--- config.mk ---
export PLATFORM = sky130hd
export DESIGN_NAME = sample_window_stability
export DESIGN_NICKNAME = d
export VERILOG_FILES = /design/src/design/sws_pkg.sv /design/src/design/sws_ctrl.sv /design/src/design/sws_dp.sv /design/src/design/sample_window_stability.sv
export SDC_FILE = /design/constraint.sdc
export NUM_CORES = 2
export LEC_CHECK = 0
export ABC_AREA = 1
export BUFFER_PORTS_ARGS = -buffer_cell sky130_fd_sc_hd__buf_2
export CORE_UTILIZATION = 55
export DETAILED_ROUTE_END_ITERATION = 8
export GPL_TIMING_DRIVEN = 0
export PLACE_DENSITY_LB_ADDON = 0.25
export RECOVER_POWER = 50
export SKIP_LAST_GASP = 1
export SYNTH_ARGS = -nofsm -noshare
export SYNTH_HDL_FRONTEND = slang
export SYNTH_SLANG_ARGS = --single-unit
--- constraint.sdc ---
create_clock -name i_clk -period 9 [get_ports i_clk]
set_input_delay 0.9 -clock i_clk [delete_from_list [all_inputs] [get_ports i_clk]]
set_output_delay 0.9 -clock i_clk [all_outputs]
set_load 0.005 [all_outputs]
--- src/design/sws_pkg.sv ---
package sws_pkg;

    localparam int WINDOW_SIZE_DEF = 10;

    localparam int SAMPLE_W = 16;
    localparam int TIME_W   = 32;
    localparam int TARGET_W = 14;
    localparam int TOL_W    = 5;
    localparam int DEV_W    = 6;
    localparam int COUNT_W  = 4;
    localparam int CFG_W    = 14;
    localparam int CFG_IDX_W = 2;

    localparam logic [TIME_W-1:0] GAP_LIMIT_MS  = 32'd4500;
    localparam logic [TIME_W-1:0] SPAN_LIMIT_MS = 32'd22000;
    localparam logic [6:0]        PERCENT_SCALE = 7'd100;

    localparam logic [TARGET_W-1:0] TARGET_RST = 14'd0;
    localparam logic [TOL_W-1:0]    TOL_RST    = 5'd5;
    localparam logic [DEV_W-1:0]    DEV_RST    = 6'd20;

    localparam logic [CFG_IDX_W-1:0] REG_TARGET = 2'd0;
    localparam logic [CFG_IDX_W-1:0] REG_TOL    = 2'd1;
    localparam logic [CFG_IDX_W-1:0] REG_DEV    = 2'd2;

    localparam logic CMD_ADD   = 1'b0;
    localparam logic CMD_CLEAR = 1'b1;

    typedef enum logic [2:0] {
        ST_IDLE,
        ST_APPLY,
        ST_CHECK,
        ST_SCAN,
        ST_DIV,
        ST_PROD,
        ST_DEV,
        ST_DONE
    } t_state;

    typedef struct packed {
        logic capture;
        logic apply;
        logic check;
        logic scan;
        logic divide;
        logic product;
        logic deviate;
        logic result_load;
    } t_ctrl_cmd;

    typedef struct packed {
        logic is_clear;
        logic ready_now;
        logic scan_last;
        logic out_free;
    } t_ctrl_status;

endpackage

--- src/design/sws_ctrl.sv ---
module sws_ctrl (
    input  logic                  i_clk,
    input  logic                  i_rst_n,
    input  logic                  i_in_valid,
    output logic                  o_in_stall,
    input  sws_pkg::t_ctrl_status i_status,
    output sws_pkg::t_ctrl_cmd    o_cmd
);

    sws_pkg::t_state r_state;
    sws_pkg::t_state n_state;

    always_ff @(posedge i_clk) begin
        if (!i_rst_n) begin
            r_state <= sws_pkg::ST_IDLE;
        end else begin
            r_state <= n_state;
        end
    end

    always_comb begin
        n_state    = r_state;
        o_cmd      = '0;
        o_in_stall = 1'b1;
        unique case (r_state)
            sws_pkg::ST_IDLE: begin
                if (i_rst_n) begin
                    o_in_stall = 1'b0;
                    if (i_in_valid) begin
                        o_cmd.capture = 1'b1;
                        n_state       = sws_pkg::ST_APPLY;
                    end
                end
            end
            sws_pkg::ST_APPLY: begin
                o_cmd.apply = 1'b1;
                n_state     = i_status.is_clear ? sws_pkg::ST_DONE : sws_pkg::ST_CHECK;
            end
            sws_pkg::ST_CHECK: begin
                o_cmd.check = 1'b1;
                n_state     = i_status.ready_now ? sws_pkg::ST_SCAN : sws_pkg::ST_DONE;
            end
            sws_pkg::ST_SCAN: begin
                o_cmd.scan = 1'b1;
                if (i_status.scan_last) begin
                    n_state = sws_pkg::ST_DIV;
                end
            end
            sws_pkg::ST_DIV: begin
                o_cmd.divide = 1'b1;
                n_state      = sws_pkg::ST_PROD;
            end
            sws_pkg::ST_PROD: begin
                o_cmd.product = 1'b1;
                n_state       = sws_pkg::ST_DEV;
            end
            sws_pkg::ST_DEV: begin
                o_cmd.deviate = 1'b1;
                n_state       = sws_pkg::ST_DONE;
            end
            sws_pkg::ST_DONE: begin
                if (i_status.out_free) begin
                    o_cmd.result_load = 1'b1;
                    n_state           = sws_pkg::ST_IDLE;
                end
            end
        endcase
    end

endmodule

--- src/design/sws_dp.sv ---
module sws_dp #(
    parameter int WINDOW_SIZE = sws_pkg::WINDOW_SIZE_DEF
) (
    input  logic                                i_clk,
    input  logic                                i_rst_n,
    input  logic                                i_cfg_we,
    input  logic [sws_pkg::CFG_IDX_W-1:0]       i_cfg_index,
    input  logic [sws_pkg::CFG_W-1:0]           i_cfg_data,
    input  logic                                i_command,
    input  logic [sws_pkg::SAMPLE_W-1:0]        i_sample_value,
    input  logic [sws_pkg::TIME_W-1:0]          i_sample_time_ms,
    input  sws_pkg::t_ctrl_cmd                  i_cmd,
    output sws_pkg::t_ctrl_status               o_status,
    output logic                                o_out_valid,
    input  logic                                i_out_stall,
    output logic                                o_window_ready,
    output logic                                o_stable,
    output logic [sws_pkg::SAMPLE_W-1:0]        o_average,
    output logic                                o_within_deviation,
    output logic [sws_pkg::COUNT_W-1:0]         o_held_count,
    output logic                                o_gap_cleared
);

    localparam int IDX_W  = $clog2(WINDOW_SIZE);
    localparam int CNT_W  = $clog2(WINDOW_SIZE + 1);
    localparam int SUM_W  = sws_pkg::SAMPLE_W + $clog2(WINDOW_SIZE);
    localparam int SHIFT  = SUM_W + $clog2(WINDOW_SIZE);
    localparam int RCP_W  = SUM_W + 1;
    localparam int PROD_W = SUM_W + RCP_W;
    localparam int MUL_W  = sws_pkg::SAMPLE_W + 7;
    localparam logic [63:0] RECIP_FULL =
        ((64'd1 << SHIFT) + 64'(WINDOW_SIZE) - 64'd1) / 64'(WINDOW_SIZE);
    localparam logic [RCP_W-1:0] RECIP   = RECIP_FULL[RCP_W-1:0];
    localparam logic [SUM_W-1:0] HALF_N  = SUM_W'(WINDOW_SIZE / 2);
    localparam logic [IDX_W-1:0] LAST_IX = IDX_W'(WINDOW_SIZE - 1);
    localparam logic [CNT_W-1:0] FULL_CT = CNT_W'(WINDOW_SIZE);

    logic [sws_pkg::TARGET_W-1:0] r_target;
    logic [sws_pkg::TOL_W-1:0]    r_tol;
    logic [sws_pkg::DEV_W-1:0]    r_dev;

    logic [sws_pkg::SAMPLE_W-1:0] r_samp [WINDOW_SIZE];
    logic [sws_pkg::TIME_W-1:0]   r_time [WINDOW_SIZE];
    logic [CNT_W-1:0]             r_count;
    logic [IDX_W-1:0]             r_slot;
    logic [sws_pkg::TIME_W-1:0]   r_newest;

    logic                         r_in_cmd;
    logic [sws_pkg::SAMPLE_W-1:0] r_in_value;
    logic [sws_pkg::TIME_W-1:0]   r_in_time;

    logic                         r_gap;
    logic                         r_ready;
    logic [IDX_W-1:0]             r_idx;
    logic [SUM_W-1:0]             r_sum;
    logic [sws_pkg::SAMPLE_W-1:0] r_lo;
    logic [sws_pkg::SAMPLE_W-1:0] r_hi;
    logic [sws_pkg::SAMPLE_W-1:0] r_spread;
    logic [PROD_W-1:0]            r_prod;
    logic [sws_pkg::SAMPLE_W-1:0] r_avg;
    logic [MUL_W-1:0]             r_spread_lhs;
    logic [MUL_W-1:0]             r_spread_rhs;
    logic [MUL_W-1:0]             r_dev_lhs;
    logic [MUL_W-1:0]             r_dev_rhs;

    logic                         r_out_valid;
    logic                         r_o_ready;
    logic                         r_o_stable;
    logic [sws_pkg::SAMPLE_W-1:0] r_o_avg;
    logic                         r_o_within;
    logic [sws_pkg::COUNT_W-1:0]  r_o_count;
    logic                         r_o_gap;

    logic                         w_gap;
    logic [IDX_W-1:0]             w_base;
    logic [IDX_W-1:0]             w_slot_next;
    logic [CNT_W-1:0]             w_count_next;
    logic                         w_ready_now;
    logic [sws_pkg::SAMPLE_W-1:0] w_scan_val;
    logic [sws_pkg::SAMPLE_W-1:0] w_target_ext;
    logic [sws_pkg::SAMPLE_W-1:0] w_diff;
    logic [CNT_W+sws_pkg::COUNT_W-1:0] w_count_ext;
    logic                         w_out_free;

    assign w_gap = (r_in_cmd == sws_pkg::CMD_ADD) && (r_count != '0)
                   && ((r_in_time - r_newest) > sws_pkg::GAP_LIMIT_MS);
    assign w_base       = w_gap ? '0 : r_slot;
    assign w_slot_next  = (w_base == LAST_IX) ? '0 : w_base + 1'b1;
    assign w_count_next = w_gap ? CNT_W'(1)
                        : ((r_count < FULL_CT) ? r_count + 1'b1 : r_count);
    assign w_ready_now  = (r_count == FULL_CT)
                        && ((r_newest - r_time[r_slot]) <= sws_pkg::SPAN_LIMIT_MS);
    assign w_scan_val   = r_samp[r_idx];
    assign w_target_ext = {2'b00, r_target};
    assign w_diff       = (r_avg > w_target_ext) ? r_avg - w_target_ext : w_target_ext - r_avg;
    assign w_count_ext  = {{sws_pkg::COUNT_W{1'b0}}, r_count};
    assign w_out_free   = !r_out_valid || !i_out_stall;

    assign o_status.is_clear  = (r_in_cmd == sws_pkg::CMD_CLEAR);
    assign o_status.ready_now = w_ready_now;
    assign o_status.scan_last = (r_idx == LAST_IX);
    assign o_status.out_free  = w_out_free;

    always_ff @(posedge i_clk) begin
        if (!i_rst_n) begin
            r_target <= sws_pkg::TARGET_RST;
            r_tol    <= sws_pkg::TOL_RST;
            r_dev    <= sws_pkg::DEV_RST;
        end else if (i_cfg_we) begin
            unique case (i_cfg_index)
                sws_pkg::REG_TARGET: r_target <= i_cfg_data[sws_pkg::TARGET_W-1:0];
                sws_pkg::REG_TOL:    r_tol    <= i_cfg_data[sws_pkg::TOL_W-1:0];
                sws_pkg::REG_DEV:    r_dev    <= i_cfg_data[sws_pkg::DEV_W-1:0];
                default: ;
            endcase
        end
    end

    always_ff @(posedge i_clk) begin
        if (i_cmd.apply && (r_in_cmd == sws_pkg::CMD_ADD)) begin
            r_samp[w_base] <= r_in_value;
            r_time[w_base] <= r_in_time;
        end
    end

    always_ff @(posedge i_clk) begin
        if (!i_rst_n) begin
            r_count     <= '0;
            r_slot      <= '0;
            r_newest    <= '0;
            r_gap       <= 1'b0;
            r_ready     <= 1'b0;
            r_out_valid <= 1'b0;
        end else begin
            if (i_cmd.apply) begin
                r_ready <= 1'b0;
                if (r_in_cmd == sws_pkg::CMD_CLEAR) begin
                    r_count <= '0;
                    r_slot  <= '0;
                    r_gap   <= 1'b0;
                end else begin
                    r_count  <= w_count_next;
                    r_slot   <= w_slot_next;
                    r_newest <= r_in_time;
                    r_gap    <= w_gap;
                end
            end
            if (i_cmd.check) begin
                r_ready <= w_ready_now;
            end
            if (i_cmd.result_load) begin
                r_out_valid <= 1'b1;
            end else if (!i_out_stall) begin
                r_out_valid <= 1'b0;
            end
        end
    end

    always_ff @(posedge i_clk) begin
        if (i_cmd.capture) begin
            r_in_cmd   <= i_command;
            r_in_value <= i_sample_value;
            r_in_time  <= i_sample_time_ms;
        end
        if (i_cmd.check) begin
            r_idx <= '0;
            r_sum <= '0;
            r_lo  <= '1;
            r_hi  <= '0;
        end
        if (i_cmd.scan) begin
            r_idx <= r_idx + 1'b1;
            r_sum <= r_sum + SUM_W'(w_scan_val);
            if (w_scan_val < r_lo) r_lo <= w_scan_val;
            if (w_scan_val > r_hi) r_hi <= w_scan_val;
        end
        if (i_cmd.divide) begin
            r_prod   <= PROD_W'(r_sum + HALF_N) * PROD_W'(RECIP);
            r_spread <= r_hi - r_lo;
        end
        if (i_cmd.product) begin
            r_avg        <= r_prod[SHIFT +: sws_pkg::SAMPLE_W];
            r_spread_lhs <= MUL_W'(r_spread) * MUL_W'(sws_pkg::PERCENT_SCALE);
            r_spread_rhs <= MUL_W'(r_target) * MUL_W'(r_tol);
        end
        if (i_cmd.deviate) begin
            r_dev_lhs <= MUL_W'(w_diff) * MUL_W'(sws_pkg::PERCENT_SCALE);
            r_dev_rhs <= MUL_W'(r_target) * MUL_W'(r_dev);
        end
        if (i_cmd.result_load) begin
            r_o_ready  <= r_ready;
            r_o_stable <= r_ready && (r_target != '0) && (r_spread_lhs <= r_spread_rhs);
            r_o_avg    <= r_ready ? r_avg : '0;
            r_o_within <= r_ready && (r_dev_lhs <= r_dev_rhs);
            r_o_count  <= w_count_ext[sws_pkg::COUNT_W-1:0];
            r_o_gap    <= r_gap;
        end
    end

    assign o_out_valid        = r_out_valid;
    assign o_window_ready     = r_o_ready;
    assign o_stable           = r_o_stable;
    assign o_average          = r_o_avg;
    assign o_within_deviation = r_o_within;
    assign o_held_count       = r_o_count;
    assign o_gap_cleared      = r_o_gap;

endmodule

--- src/design/sample_window_stability.sv ---
// Add that leaves a full window: states apply, check, scan (one stored sample per step),
// divide, product and deviate, then done loads the result once the output is free.
// Add that leaves the window not ready: apply, check, done; clear: apply, done.
// A new item is taken in the cycle after the result is loaded, not before.
// Reset (synchronous, active low) empties the window and restores register defaults.
module sample_window_stability #(
    parameter int WINDOW_SIZE = sws_pkg::WINDOW_SIZE_DEF
) (
    input  logic                          i_clk,
    input  logic                          i_rst_n,
    input  logic                          i_cfg_we,
    input  logic [sws_pkg::CFG_IDX_W-1:0] i_cfg_index,
    input  logic [sws_pkg::CFG_W-1:0]     i_cfg_data,
    input  logic                          i_in_valid,
    output logic                          o_in_stall,
    input  logic                          i_command,
    input  logic [sws_pkg::SAMPLE_W-1:0]  i_sample_value,
    input  logic [sws_pkg::TIME_W-1:0]    i_sample_time_ms,
    output logic                          o_out_valid,
    input  logic                          i_out_stall,
    output logic                          o_window_ready,
    output logic                          o_stable,
    output logic [sws_pkg::SAMPLE_W-1:0]  o_average,
    output logic                          o_within_deviation,
    output logic [sws_pkg::COUNT_W-1:0]   o_held_count,
    output logic                          o_gap_cleared
);

    sws_pkg::t_ctrl_cmd    w_cmd;
    sws_pkg::t_ctrl_status w_status;

    sws_ctrl u_ctrl (
        .i_clk      (i_clk),
        .i_rst_n    (i_rst_n),
        .i_in_valid (i_in_valid),
        .o_in_stall (o_in_stall),
        .i_status   (w_status),
        .o_cmd      (w_cmd)
    );

    sws_dp #(
        .WINDOW_SIZE (WINDOW_SIZE)
    ) u_dp (
        .i_clk              (i_clk),
        .i_rst_n            (i_rst_n),
        .i_cfg_we           (i_cfg_we),
        .i_cfg_index        (i_cfg_index),
        .i_cfg_data         (i_cfg_data),
        .i_command          (i_command),
        .i_sample_value     (i_sample_value),
        .i_sample_time_ms   (i_sample_time_ms),
        .i_cmd              (w_cmd),
        .o_status           (w_status),
        .o_out_valid        (o_out_valid),
        .i_out_stall        (i_out_stall),
        .o_window_ready     (o_window_ready),
        .o_stable           (o_stable),
        .o_average          (o_average),
        .o_within_deviation (o_within_deviation),
        .o_held_count       (o_held_count),
        .o_gap_cleared      (o_gap_cleared)
    );

endmodule

# [After elaboration in Yosys (flattened, before gate mapping)]
# Memory sizes are Yosys's and may differ from the RTL's. A register that Yosys moved wholly into a read port is not among the register bits.
# Index checks and enable logic that the tools add are counted.
[word_totals] regBits=352 mem_bits_rw=480 in_bits=70 output_inout_bits=26 elab_cells=141 memories=2
[memory_table] name="u_dp.r_time" words=10 word_bits=32 read_ports=1 rd_ports_with_merged_regs=1 write_ports=1 line_no="sws_dp.sv:43" rtl="logic [sws_pkg::TIME_W-1:0] r_time [WINDOW_SIZE];"
[memory_table] name="u_dp.r_samp" words=10 word_bits=16 read_ports=1 rd_ports_with_merged_regs=1 write_ports=1 line_no="sws_dp.sv:42" rtl="logic [sws_pkg::SAMPLE_W-1:0] r_samp [WINDOW_SIZE];"
[classes] n_addsub=10 mul=5 n_lt_le_gt_ge=8 eq_ne=16 muxes=46 bitwise=1 n_reduce_logical=23
[ops] op="2-to-1 mux 16 bit" count=7
[ops] op="subtractor 32 bit" count=2
[ops] op="2-to-1 mux 4 bit" count=11
[ops] op="multiplier 16 x 5 -> 21 bit, second input constant" count=2
[ops] op="2-to-1 mux 20 bit" count=2
[ops] op="multiplier 21 x 20 -> 39 bit, second input constant" count=1
[ops] op="greater-than comparator 32 x 13 -> 1 bit, second input constant" count=1
[ops] op="<= comparator 32 x 15 -> 1 bit, second input constant" count=1
[ops] op="one-hot mux 3 bit (8 select lines)" count=1
[ops] op="<= comparator 23 x 19 -> 1 bit" count=1
[ops] op="<= comparator 23 x 20 -> 1 bit" count=1
[ops] op="adder 20 x 3 -> 21 bit, second input constant" count=1
[ops] op="adder 20 x 16 -> 20 bit" count=1
[ops] op="multiplier 14 x 6 -> 20 bit" count=1
[ops] op="2-to-1 mux 1 bit" count=20
[ops] op="multiplier 14 x 5 -> 19 bit" count=1
[ops] op="greater-than comparator 16 x 14 -> 1 bit" count=1
[ops] op="greater-than comparator 16 bit" count=1
[ops] op="< comparator 16 bit" count=1
[ops] op="subtractor 14 x 16 -> 16 bit" count=1
[ops] op="subtractor 16 x 14 -> 16 bit" count=1
[ops] op="subtractor 16 bit" count=1
[ops] op="2-to-1 mux 3 bit" count=5
[ops] op="nonzero test 14 bit" count=1
[ops] op="21 further kinds" count=43

# [Longest topological paths before layout]
[depth] depth_word=9 ltp_mapped=39

# [Modules after synthesis]
# From an unflattened synthesis, not the netlist that was laid out.
[unflattened] hier_cells=5645 hier_area_um2=54684.9
[modules_own_cells] module="sws_dp" instances=1 cells_per_inst=5603 area_each_um2=54417.2
[modules_own_cells] module="sws_ctrl" instances=1 cells_per_inst=42 area_each_um2=267.8

# [Least setup slack after synthesis]
# No wires, ideal clock.
[synth_path] path_type="register -> register" from="reg u_dp.r_sum[0]" to="reg u_dp.r_prod[34], data pin" setup_time_ps=252 arrival_time_ps=6811 setup_slack_ps=1936 stages_incl_launch_ff=37 path_buffers=0 period_less_slack_ps=7064 cell_sequence="edfxtp_1 ha_1 o21ai_2 nor3b_2 nand3_1 nor3_4 nand4_1 nor2_1 nand2_1 inv_2 nand2_1 inv_1 nand2_1 inv_1 nand2_1 xor2_1 ha_1 fa_1 ha_1 inv_1 fa_1 inv_1 fa_1 fa_1 inv_1 fa_1 inv_1 ha_1 nand2_1 nor3_1 nand4_1 o2111ai_1 nand3_1 o211ai_1 nand2_1 nand3_1 nand2_1"
[synth_between] elab_chain_len=2
[synth_lines] element="start, declared" line_no="sws_dp.sv:55" rtl="logic [SUM_W-1:0] r_sum;"
[synth_lines] element="start signal, assigned" line_no="sws_dp.sv:173" rtl="r_sum <= r_sum + SUM_W'(w_scan_val);"
[synth_lines] element="adder 20 x 3 -> 21 bit" line_no="sws_dp.sv:178" rtl="r_prod <= PROD_W'(r_sum + HALF_N) * PROD_W'(RECIP);"
[synth_lines] element="multiplier 21 x 20 -> 39 bit" line_no="sws_dp.sv:178"
[synth_lines] element="end signal, assigned" line_no="sws_dp.sv:178"
[synth_lines] element="end, declared" line_no="sws_dp.sv:59" rtl="logic [PROD_W-1:0] r_prod;"
# No other way between the ends.
# A chain may end at the register's enable or synchronous reset.

# [Worst setup path in the final report]
[layout_path] from="reg u_dp.r_sum[0]" to="reg u_dp.r_prod[38], data pin"
# Same word-level chain as after synthesis.

==> results_dict.tcl <==
set metrics [dict create \
    synth.area.top_cells "edfxtp_1 39%, ha_1 13%, fa_1 9.2%" \
    start_kind "flop" \
    area_taken_by_flip_flops_and_latches_um2 23420 \
    classification_of_the_worst_slack_hold_path "input port to flop" \
    drt_pre_antenna_iters 6 \
    synthesis.area_um2 54390 \
    initial_core_util_pct 55.92 \
    final_period_util_pct 92.62 \
    max_stage_delay_ns 0.55 \
    worst_slew_pin_slew_ns 1.832 \
    timing.final.hold_violations 0 \
    die_h_um 316.5 \
    flow.area_growth_from_synthesis_pct 9.811 \
    clkSinkCount 817 \
    cts-buffers-inserted 85 \
    vias_per_cell 5.496 \
    number_of_enable_flip_flop_cells_after_synthesis 706 \
    drt-initial-drc-count 3453 \
    chipWidth_um 316.5 \
    cp_max_fo 5 \
    place.gp.congestion 0.9413 \
    time_the_final_worst_path_needs_with_i_o_delays_and_setup_ns 8.335 \
    nFillCells 8064 \
    io_buffer_count 94 \
    dr_total_vias 39210 \
    synth_top_cells_by_count "1072 x inv_1, 852 x nand2_1, 706 x edfxtp_1" \
    synthMostInstantiatedCell "inv_1" \
    grtUsageTotal_pct 26.79 \
    antenna_found_initial 4 \
    cts_hold_repair.buffers 0 \
    timing.critical_path.required_ns 9.40 \
    numPlacedInstances 6978 \
    number_of_buffers_inserted_to_repair_setup_after_cts 0 \
    clk_pin_slew_ns 0.06 \
    place_area_um2 57040 \
    yosysUniqueCellTypes 61 \
    num-nets-final 6658 \
    finalInstanceArea_um2 59730 \
    skew_ns 0.05173 \
    post_route_antenna_net_violation_count 0 \
    critPathMostFrequentCell "nand2_1" \
    setup_viol 0 \
    grt_pass1_wl_um 209200 \
    grt_max_degree 43 \
    tritoncts "done" \
    syn_nets 6446 \
    final_core_utilization_pct 61.40 \
    post_synthesis_area_per_instance_um2 9.753 \
    maxClockFrequency_mhz 120.0 \
    cts.repair.resized 0 \
    layout-drive-gt1-share_pct 4.917 \
    globalRoute.totalOverflow 0 \
    std_cell_rows 114 \
    status "complete, but fails checks" \
    cap_viol_max_count 5 \
    remaining_drc_errors 0 \
    yosysSeqAreaShare_pct 43.06 \
    floorplan.die_area_um2 100200 \
    asyncSetResetFlopFracSynth_pct 0 \
    ios 96 \
    finalNonFillerCells 7134 \
    clk_latency_ns 0.68 \
    rsz0062_at_grt "no" \
    wirelength_um 132400 \
    ys_warn_count 0 \
    worst_case_headroom_to_the_max_slew_limit_pct -22.11 \
    synth_cells 5577 \
    leading_register_cell_type_out_of_synthesis "edfxtp_1" \
    timing_worst_setup_path_type "flop to flop" \
    post_synth_top_area_share_pct 38.98 \
    clockRootBuffer "clkbuf_16" \
    avgRoutedWirePerCell_um 18.56 \
    yosysTopAreaCell "edfxtp_1" \
    cts_buffer_depth 3 \
    timing.critical_path.arrival_ns 8.73 \
    critical_path.slowest_cell "fa_1" \
    timing.critical_path.to_type "flop" \
    coreArea_um2 97280 \
    post-dp-hpwl_um 102600 \
    number_of_global_route_vias_before_repair 38410 \
    violations "capacitance limit, slew limit" \
    htreeDepth 3 \
    synth-seq-cells 817 \
    multi_input_area_um2 26450 \
    timing_max_transition_violations_final 152 \
]
==> kinds of logic after synthesis <==
| group | after synthesis | share of synthesized area (%) |
|---|---|---|
| and+or+nand+nor | 1428 | 11.05 |
| buffers and inverters | 1218 | 8.458 |
| AOI/OAI and AO/OA | 1012 | 10.44 |
| DFF | 817 | 43.06 |
| adders and majority gates | 799 | 21.82 |
| xor gates and xnor gates | 178 | 2.880 |
| muxes | 125 | 2.300 |
==> registers in the layout, indices dropped and copies added (netlist names), 16 cells and up, named ones only <==
signal / flops
u_dp.r_dev_lhs: 21
u_dp.r_in_time: 32
u_dp.r_lo: 16
u_dp.r_in_value: 16
u_dp.r_prod: 16
u_dp.r_hi: 16
u_dp.r_avg: 16
u_dp.r_time: 320
u_dp.r_sum: 20
u_dp.r_dev_rhs: 20
u_dp.r_samp: 160
u_dp.r_spread: 16
u_dp.r_spread_rhs: 19
u_dp.r_newest: 32
u_dp.o_average: 16
u_dp.r_spread_lhs: 21
==> layout make-up <==
type | instances | share of cell area (%)
inverter | 1080 | 6.787
tap | 1276 | 2.673
antenna | 1 | 0.004190
timing repair buffer | 125 | 1.468
buffer | 138 | 0.9154
multi-input combinational | 3542 | 44.28
clock inverter | 45 | 0.8149
sequential | 817 | 39.21
clock buffer | 110 | 3.842
==> per-layer routing <==
layer | up-vias | GRT usage (%) | wire length [µm]
li1 | 19070 | - | -
met1 | 18690 | 37.99 | 59820
met2 | 1240 | 43.17 | 60490
met3 | 212 | 3.394 | 8679
met4 | 2 | 7.900 | 3405
met5 | - | 0 | 20
==> critical path: cells and delay by family (launching register included) <==
kind / cells / cell delay (ns)
buffers and inverters: 7 / 0.43
xor gates and xnor gates: 1 / 0.53
DFF: 1 / 0.46
AOI/OAI and AO/OA: 3 / 0.50
and+or+nand+nor: 16 / 2.37
adders and majority gates: 9 / 3.82
==> cells in the final DEF, fill, tap and decap left out, drive strengths merged, types with 14 or more instances in the layout <==
| master | n |
|---|---|
| a21o | 23 |
| a21oi | 409 |
| buf | 129 |
| clkbuf | 244 |
| clkinv | 40 |
| dfxtp | 111 |
| edfxtp | 706 |
| fa | 249 |
| ha | 550 |
| inv | 1076 |
| mux2i | 125 |
| nand2 | 859 |
| nand3 | 187 |
| nand3b | 14 |
| nand4 | 38 |
| nor2 | 250 |
| nor3 | 50 |
| o211ai | 120 |
| o21ai | 367 |
| o21bai | 16 |
| xnor2 | 49 |
| xor2 | 129 |
==> final timing paths <==
kind	end	slack, ns	start	cells after the start
setup reg to reg	u_dp.r_prod[38]	0.66	u_dp.r_sum[0]	36
setup / recovery	u_dp.r_prod[38]	0.66	u_dp.r_sum[0]	36
hold / removal	u_dp.r_in_value[1]	0.40	i_sample_value[1]	1
hold reg to reg	u_dp.r_avg[15]	0.42	u_dp.r_prod[39]	0
==> metrics by stage <==
step | setup slack, ns | TNS (ns) | hold WS [ns]
2_1_floorplan | 1.936 | 0 | 0.4003
3_3_place_gp | -1.454 | -153.79 | 0.4021
3_5_place_dp | 0.6582 | 0 | 0.4045
4_1_cts | 0.6507 | 0 | 0.3654
5_1_grt | 0.09706 | 0 | 0.3762
6_report | 0.6646 | 0 | 0.3969
Power is left out: the tool's default activity adds up to more than one toggle a clock period on the data nets, which glitch-free logic cannot reach.
